File: src/rtl/core/hw2d_pkg.sv
package hw2d_pkg;

    // Hamming constants in Q30
    localparam logic [31:0] HAM_A0  = 32'd579820585;
    localparam logic [31:0] HAM_A1  = 32'd493921239;
    localparam logic [32:0] Q30_ONE = 33'd1073741824;

    // configuration register indexes
    localparam logic [7:0] REG_NUM_ROWS = 8'd0;
    localparam logic [7:0] REG_NUM_COLS = 8'd1;

    localparam int CFG_W = 11;

    // quarter-cosine series coefficients, Q30
    function automatic logic [31:0] cos_coef(input logic [2:0] idx);
        logic [31:0] c;
        case (idx)
            3'd1:    c = 32'd1324675879;
            3'd2:    c = 32'd272375563;
            3'd3:    c = 32'd22401989;
            3'd4:    c = 32'd987046;
            3'd5:    c = 32'd27061;
            3'd6:    c = 32'd506;
            default: c = 32'd1073741824;
        endcase
        return c;
    endfunction

endpackage

File: src/rtl/core/hw2d_wgen.sv
// Serial Hamming weight generator: restoring divide for the phase, then a
// shared multiplier walks the cosine series, then the window scaling.
module hw2d_wgen #(
    parameter int KW = 10
) (
    input  logic          i_clk,
    input  logic          i_rst_n,
    input  logic          i_start,
    input  logic [KW-1:0] i_k,
    input  logic [KW:0]   i_n,
    output logic          o_done,
    output logic [15:0]   o_weight
);
    import hw2d_pkg::*;

    localparam int NW = KW + 16;
    localparam int CNTW = $clog2(NW);

    typedef enum logic [5:0] {
        G_IDLE = 6'b000001,
        G_DIV  = 6'b000010,
        G_SQR  = 6'b000100,
        G_MUL  = 6'b001000,
        G_SUB  = 6'b010000,
        G_AMUL = 6'b100000
    } t_gstate;

    t_gstate         r_state;
    logic            r_out;
    logic [NW-1:0]   r_num;
    logic [KW-1:0]   r_rem;
    logic [KW-1:0]   r_d;
    logic [CNTW-1:0] r_cnt;
    logic            r_one;
    logic            r_neg;
    logic [30:0]     r_v;
    logic [31:0]     r_acc;
    logic [62:0]     r_p;
    logic [2:0]      r_idx;
    logic [30:0]     r_mag;
    logic [15:0]     r_w;
    logic            r_done;

    // divider step
    logic [KW:0]   t_div;
    logic          ge;
    logic [KW:0]   diff;
    logic [KW-1:0] n_rem;
    assign t_div = {r_rem, r_num[NW-1]};
    assign ge    = t_div >= {1'b0, r_d};
    assign diff  = t_div - {1'b0, r_d};
    assign n_rem = ge ? diff[KW-1:0] : t_div[KW-1:0];

    // quadrant folding
    logic [15:0] ph;
    logic [14:0] g;
    logic [29:0] gg;
    assign ph = r_one ? 16'd0 : r_num[15:0];
    assign g  = ph[14] ? 15'(15'd16384 - {1'b0, ph[13:0]}) : {1'b0, ph[13:0]};
    assign gg = 30'(g) * 30'(g);

    // series tail and window
    logic [32:0] a_fin;
    logic [30:0] mag_fin;
    logic [32:0] m_w;
    logic [32:0] w_sum;
    logic [33:0] w_rnd;
    logic [19:0] w_q;
    assign a_fin   = r_p[62:30];
    assign mag_fin = (a_fin >= Q30_ONE) ? 31'd0 : 31'(Q30_ONE - a_fin);
    assign m_w     = r_p[62:30];
    always_comb begin
        if (r_neg) begin
            w_sum = {1'b0, HAM_A0} + m_w;
        end else begin
            w_sum = ({1'b0, HAM_A0} > m_w) ? ({1'b0, HAM_A0} - m_w) : 33'd0;
        end
        w_rnd = {1'b0, w_sum} + 34'd8192;
        w_q   = w_rnd[33:14];
    end

    always_ff @(posedge i_clk) begin
        if (!i_rst_n) begin
            r_state <= G_IDLE;
            r_out   <= 1'b0;
            r_done  <= 1'b0;
        end else if (i_start) begin
            r_num   <= {i_k, 16'd0} + NW'((i_n - 1'b1) >> 1);
            r_d     <= KW'(i_n - 1'b1);
            r_one   <= (i_n <= 1);
            r_rem   <= '0;
            r_cnt   <= '0;
            r_out   <= 1'b0;
            r_done  <= 1'b0;
            r_state <= G_DIV;
        end else begin
            unique case (r_state)
                G_IDLE: begin
                    r_done <= 1'b0;
                end
                G_DIV: begin
                    r_done <= 1'b0;
                    r_rem  <= n_rem;
                    r_num  <= {r_num[NW-2:0], ge};
                    r_cnt  <= r_cnt + 1'b1;
                    if (r_cnt == CNTW'(NW - 1)) begin
                        r_state <= G_SQR;
                    end
                end
                G_SQR: begin
                    r_done  <= 1'b0;
                    r_v     <= {gg[28:0], 2'b00};
                    r_neg   <= ph[15] ^ ph[14];
                    r_acc   <= cos_coef(3'd6);
                    r_idx   <= 3'd5;
                    r_state <= G_MUL;
                end
                G_MUL: begin
                    r_p     <= 63'(r_v) * 63'(r_acc);
                    r_state <= r_out ? G_IDLE : G_SUB;
                    r_done  <= r_out;
                    if (r_out) begin
                        r_w <= (w_q > 20'd65535) ? 16'hFFFF : w_q[15:0];
                    end
                end
                G_SUB: begin
                    r_done <= 1'b0;
                    if (r_idx == 3'd0) begin
                        r_mag   <= mag_fin;
                        r_state <= G_AMUL;
                    end else begin
                        r_acc   <= cos_coef(r_idx) - r_p[61:30];
                        r_idx   <= r_idx - 1'b1;
                        r_state <= G_MUL;
                    end
                end
                G_AMUL: begin
                    // A1 * |cos|, output taken on the following cycle
                    r_done  <= 1'b0;
                    r_p     <= 63'(HAM_A1) * 63'(r_mag);
                    r_out   <= 1'b1;
                    r_state <= G_MUL;
                end
                default: begin
                    r_done  <= 1'b0;
                    r_state <= G_IDLE;
                end
            endcase
        end
    end

    assign o_done   = r_done;
    assign o_weight = r_w;

endmodule

File: config.mk
export PLATFORM = sky130hd
export DESIGN_NAME = hw2d_wgen
export DESIGN_NICKNAME = d
export VERILOG_FILES = /design/src/rtl/core/hw2d_pkg.sv /design/src/rtl/core/hw2d_wgen.sv
export SDC_FILE = /design/constraint.sdc
export NUM_CORES = 2
export LEC_CHECK = 0
export ABC_AREA = 0
export BUFFER_PORTS_ARGS = -buffer_cell sky130_fd_sc_hd__buf_2
export CORE_MARGIN = 2
export CORE_UTILIZATION = 50
export DETAILED_ROUTE_END_ITERATION = 8
export GPL_TIMING_DRIVEN = 0
export PLACE_DENSITY = 0.68
export SLEW_MARGIN = 20
export SYNTH_ARGS = -nofsm -noshare
export SYNTH_HDL_FRONTEND = slang
export SYNTH_SLANG_ARGS = --single-unit
File: constraint.sdc
create_clock -name i_clk -period 10.3 [get_ports i_clk]
set_input_delay 0.515 -clock i_clk [delete_from_list [all_inputs] [get_ports i_clk]]
set_output_delay 0.515 -clock i_clk [all_outputs]
set_load 0.01 [all_outputs]
* Word-level counts from Yosys, hierarchy flattened
Index checks and enable logic that the tools add are counted.
W data, S select, Z words.
** Storage, ports and cells
- Output and inout bits :: 17
- Logic and storage cells :: 98
- Bits in registers :: 235
- Bits of input ports :: 24
** Operators by class
- Multiply operators :: 3
- Add/sub/neg operators :: 12
- Order comparisons :: 5
- Multiplexer cells :: 24
- Eq/ne operators :: 17
- Reduce and logical (&&, ||, !) cells :: 16
- Bitwise operators :: 5
** Operator list (count)
- $pmux W31 S6 :: 1
- $mux W32 :: 5
- $pmux W63 S2 :: 1
- $mux W33 :: 2
- $pmux W32 S2 :: 1
- $mul A29 B32 Y61 :: 1
- $mul A29 B31 Y60 const A :: 1
- $mux W26 :: 2
- $add A33 B14 Y34 const B :: 1
- $add A30 B33 Y33 const A :: 1
- $ge A33 B31 Y1 const B :: 1
- $gt A30 B33 Y1 const A :: 1
- $sub A30 B33 Y33 const A :: 1
- $sub A32 B32 Y32 :: 1
- $sub A31 B31 Y31 const A :: 1
- $pmux W6 S5 :: 1
- $mul A15 B15 Y29 :: 1
- $add A26 B25 Y26 :: 1
- $gt A20 B16 Y1 const B :: 1
- $mux W10 :: 2
- $mux W16 :: 1
- $mux W15 :: 1
- $sub A15 B14 Y15 const A :: 1
- $mux W6 :: 2
- other kinds (32) :: 50

* Logic depth before layout (Yosys ltp)
- Depth in word-level cells :: 9
- Mapped depth :: 37
- Mapped depth without buffers :: 34

* Least setup slack after synthesis
No wires, ideal clock.
- Path type :: register to register
- From :: reg r_one
- To :: reg r_v[29], data pin
- Arrival :: 7.790 ns
- Buffers on the path :: 3
- Slack :: 2.253 ns
- Setup time :: 0.257 ns
- Data required time :: 10.043 ns
- Clock period less this slack :: 8.047 ns
- Cell stages (with the launch flop) :: 35
- Cells stage by stage :: edfxtp_1 -> clkbuf_1 -> nand2b_1 -> clkbuf_1 -> ha_1 -> o21ai_0 -> or4_1 -> nand2_1 -> xnor2_1 -> or2_2 -> clkbuf_1 -> clkinv_1 -> nand2_1 -> inv_1 -> fa_1 -> inv_1 -> fa_1 -> inv_1 -> fa_1 -> fa_1 -> fa_1 -> fa_1 -> ha_1 -> a21o_1 -> a21oi_1 -> nor2b_1 -> o21ai_0 -> nand2b_1 -> a21oi_1 -> a21oi_1 -> o31ai_1 -> a21boi_0 -> o21ai_0 -> nand2b_1 -> xor2_1
** On the way
- Word-level cells in the longest chain between the ends :: 4
** RTL lines
- start, declared :: line hw2d_wgen.sv:34 : logic r_one;
- start signal, assigned :: line hw2d_wgen.sv:90 : r_one <= (i_n <= 1);
- $mux W16 (*) :: line hw2d_wgen.sv:58 : assign ph = r_one ? 16'd0 : r_num[15:0];
- $sub A15 B14 Y15 :: line hw2d_wgen.sv:59 : assign g = ph[14] ? 15'(15'd16384 - {1'b0, ph[13:0]}) : {1'b0, ph[13:0]};
- $mux W15 (*) :: line hw2d_wgen.sv:59
- $mul A15 B15 Y29 (*) :: line hw2d_wgen.sv:60 : assign gg = 30'(g) * 30'(g);
- via gg[27] :: line hw2d_wgen.sv:57 : logic [29:0] gg;
- end signal, assigned :: line hw2d_wgen.sv:112 : r_v <= {gg[28:0], 2'b00};
- end, declared :: line hw2d_wgen.sv:36 : logic [30:0] r_v;
Mark *: on every way through the listed nets, which the timed path passes. The rest lies on a longest branch.
A chain may end at the register's enable or synchronous reset.

* Worst setup path after layout
- From :: reg r_acc[27]
- To :: reg r_p[62], data pin
** On the way
- Word-level cells in the longest chain between the ends :: 2
** RTL lines
- start, declared :: line hw2d_wgen.sv:37 : logic [31:0] r_acc;
- start signal, assigned :: line hw2d_wgen.sv:114 : r_acc <= cos_coef(3'd6);
- start signal, assigned :: line hw2d_wgen.sv:132 : r_acc <= cos_coef(r_idx) - r_p[61:30];
- $mul A29 B32 Y61 :: line hw2d_wgen.sv:119 : r_p <= 63'(r_v) * 63'(r_acc);
- $pmux W63 S2 :: line hw2d_wgen.sv:97 : unique case (r_state)
- end signal, assigned :: line hw2d_wgen.sv:119
- end signal, assigned :: line hw2d_wgen.sv:140 : r_p <= 63'(HAM_A1) * 63'(r_mag);
- end, declared :: line hw2d_wgen.sv:38 : logic [62:0] r_p;
Every way passes these cells.

==> results.sh <==
export IMPL_dpl_cell_area_sq_um=64300
export IMPL_synth_fa_ha_area_share_pct=57.5
export IMPL_clk_root_buffer_cell="clkbuf_16"
export IMPL_syn_avg_cell_area_sq_um=9.56
export IMPL_grt_ovfl_total=0
export IMPL_period_minus_slack_ns=10.07
export IMPL_ys_types=80
export IMPL_period_share_pct=97.8
export IMPL_cts_sinks=204
export IMPL_gp_congestion=1.02
export IMPL_rows=129
export IMPL_postSynth_asyncResetShare_pct=0
export IMPL_totalPowerFinal_mw=2.25
export IMPL_postRouteAntennaNets=0
export IMPL_synth_simple_area_share_pct=13.0
export IMPL_antenna_found_initial=11
export IMPL_syn_instance_count=6475
export IMPL_synth_area_leaders="fa_1, ha_1, inv_1, edfxtp_1, and2_1"
export IMPL_drc_errors=0
export IMPL_cp_slowest_cell="clkbuf_1"
export IMPL_worstHoldPathCells=2
export IMPL_die_h_um=356
export IMPL_reg2reg_depth=26
export IMPL_layout_drive_gt1_share_pct=2.74
export IMPL_synth_top_area_cell="fa_1"
export IMPL_die_x_um=356
export IMPL_globalRouteTotalUtil_pct=28.8
export IMPL_ys_seq_area_share_pct=9.77
export IMPL_rsz0062_at_grt="yes"
export IMPL_synth_flop_cell="edfxtp_1"
export IMPL_final_common_cell="inv_1"
export IMPL_drt_wl_total_mm=177
export IMPL_synth_compound_area_share_pct=5.11
export IMPL_die_area_sq_um=127000
export IMPL_critical_path_class="flop to flop"
export IMPL_coreArea_sq_um=123000
export IMPL_critPathCaptureType="flop"
export IMPL_critPathTopFamily="adder cells"
export IMPL_setup_viol=0
export IMPL_top_level_ports=41
export IMPL_htreeDepth=1
export IMPL_fin_setup_tns_ns=0
export IMPL_cts_inserted_buffers=24
export IMPL_clock_path_buffers=3
export IMPL_start_util_pct=50.2
export IMPL_cts_tree="yes"
export IMPL_peakVddDrop_v=0.000125
export IMPL_most_common_layout_cells="inv_1, fa_1, ha_1"
export IMPL_hold_viol=0
export IMPL_synth_edf_count=196
export IMPL_ys_warn_count=0
export IMPL_insertion_delay_ns=0.59
export IMPL_min_to="r_state[0]$_SDFFE_PN1P_"
export IMPL_worst_path_max_fanout=10
export IMPL_area_delta_synth_final_pct=5.48
export IMPL_grt_pass1_wl_mm=276
export IMPL_critPathMostFrequentCell="fa_1"
export IMPL_vias=44900
export IMPL_synth_top_family_by_area="adder cells"
export IMPL_synthXorXnorAreaFrac_pct=2.87
export IMPL_min_from="i_rst_n"
export IMPL_cp_start_kind="flop"
export IMPL_reg2reg_from="r_acc[27]$_SDFFCE_PN0P_"
export IMPL_grt_pass1_vias=47600
export IMPL_clk_pin_slew_ns=0.06
export IMPL_via_per_inst=5.46
export IMPL_crit_required_ns=10.61
export IMPL_final_area_sq_um=65300
export IMPL_critPathMaxStageDelay_ns=0.95
export IMPL_hp_class="input pin to flop"
export IMPL_worst_pin_slew_ns=1.22
export IMPL_r2r_slack_ns=0.23
export IMPL_avgRoutedWirePerCell_um=21.5
export IMPL_status="completed"
export IMPL_finalMaxSlewViolations=0
export IMPL_dr_pass1_iters=7
export IMPL_fin_skew_ns=0.0340
export IMPL_arrival_ns=10.38
export IMPL_drv_cap=0
export IMPL_dp_hpwl_mm=148
export IMPL_nets=8651
export IMPL_worst_path_buf_inv=5
export IMPL_synthesis_area_sq_um=61900
export IMPL_p_leak_nw=33.1
export IMPL_relSlewSlack_pct=18.8
export IMPL_r2r_end="r_p[62]$_SDFFCE_PP0P_"
export IMPL_synthMuxAreaShare_pct=0.586
export IMPL_synth_top_cell_area_share_pct=41.8
export IMPL_max_freq_mhz=99.3
export IMPL_power_density_nw_per_um2=34.5
export IMPL_port_buffers=40
export IMPL_drtIter0Drc=3478
export IMPL_synth_seq_cells=204
export IMPL_grt_start_max_net_pins=37
## synthesized netlist by cell type (12+ instances only)
master / number
xor2_1: 59
edfxtp_1: 196
a31oi_1: 17
o21ai_0: 113
nand2_1: 618
nand3_1: 56
a211oi_1: 21
mux2i_1: 16
o211ai_1: 12
a21oi_1: 147
and2_1: 498
or3_1: 14
o21a_1: 27
ha_1: 776
nand2b_1: 34
a21o_1: 57
nand4_1: 32
nor2b_1: 29
or2_2: 15
xnor2_1: 144
nor2_1: 227
clkbuf_1: 226
o21bai_1: 14
mux2_2: 16
and3_1: 17
fa_1: 1293
nor3_1: 52
inv_1: 1582
## kinds of logic after synthesis
family | count (synthesis)
mux | 33
xor+xnor | 203
fa+ha+maj | 2069
flops | 204
simple gates | 1634
compound gates | 501
buf+inv | 1829
other cells | 2
## worst reg2reg max path, cell delays in order (launching register included)
cell	delay, ns
edfxtp_1	0.32
clkbuf_1	0.74
clkbuf_1	0.96
nand2_1	0.20
fa_1	0.64
inv_1	0.08
fa_1	0.53
fa_1	0.43
ha_1	0.32
fa_1	0.50
fa_1	0.52
fa_1	0.49
inv_1	0.06
fa_1	0.48
inv_1	0.04
ha_1	0.34
a21o_1	0.19
a211oi_1	0.35
nand4_1	0.46
nand3_1	0.32
nand4b_1	0.27
a311oi_2	0.48
o22ai_1	0.23
o21a_1	0.24
o41a_1	0.33
xnor2_1	0.20
nor2_1	0.07
## through the flow
stage	worst slack [ns]	cells	utilization [%]	hold WS [ns]
2_1_floorplan	2.25	6488	-	0.430
3_3_place_gp	-0.392	8165	52.1	0.448
3_5_place_dp	-0.446	8176	52.2	0.476
4_1_cts	0.00318	8217	52.9	0.111
5_1_grt	-0.0781	8213	52.9	0.142
6_report	0.231	8231	52.9	0.140
## worst max path at each step
stage          cells after the start                     to  slack [ns]                     from
2_1_floorplan                     34      r_v[29]$_DFFE_PP_        2.25          r_one$_DFFE_PP_
5_1_grt                           27      r_p[57]$_DFFE_PP_       -0.08   r_acc[7]$_SDFFCE_PN1P_
3_3_place_gp                      26      r_p[57]$_DFFE_PP_       -0.39  r_acc[21]$_SDFFCE_PN0P_
4_1_cts                           28      r_p[57]$_DFFE_PP_       0.003   r_acc[5]$_SDFFCE_PN1P_
6_report                          26  r_p[62]$_SDFFCE_PP0P_        0.23  r_acc[27]$_SDFFCE_PN0P_
3_5_place_dp                      26      r_p[57]$_DFFE_PP_       -0.45  r_acc[21]$_SDFFCE_PN0P_
## final cells by class
class / instances / area, sq um
antenna: 18 / 45.0
buffer: 225 / 885
clock buffer: 26 / 618
clock inverter: 18 / 239
fill: 11300 / 58000
inverter: 1593 / 5980
multi-input combinational: 4455 / 49100
sequential: 204 / 6050
tap: 1637 / 2050
timing repair buffer: 55 / 339
## state kept, by name, summed over array words and instances (netlist names)
register and flops:
r_v 28, r_state 6, r_d 10, o_weight 16, r_one 1, r_mag 31
r_neg 1, r_rem 10, r_idx 3, r_p 33, r_out 1, r_num 26
o_done 1, r_acc 32, r_cnt 5
## power breakdown
part / internal (mW) / switching (mW)
Clock: 0.562 / 0.389
Combinational: 0.152 / 0.215
Sequential: 0.926 / 0.00895
Total: 1.64 / 0.613
## metal layers
layer / track usage [%] / vias to the layer above / part of all wire [%]
li1: - / 19900 / -
met1: 39.6 / 22800 / 41
met2: 45.6 / 1869 / 45
met3: 5.44 / 390 / 9.4
met4: 10.8 / 4 / 4.3
met5: 0 / - / 0.015
## timing repair
action / CTS / global route
hold buffers: 0 / 0
pin swaps: 0 / 1
setup endpoints to repair: 8 / 11
hold endpoints to repair: 0 / 0
buffers inserted: 3 / 0
resized for setup: 11 / 15
Note: power is estimated with default switching activity, not from simulation.
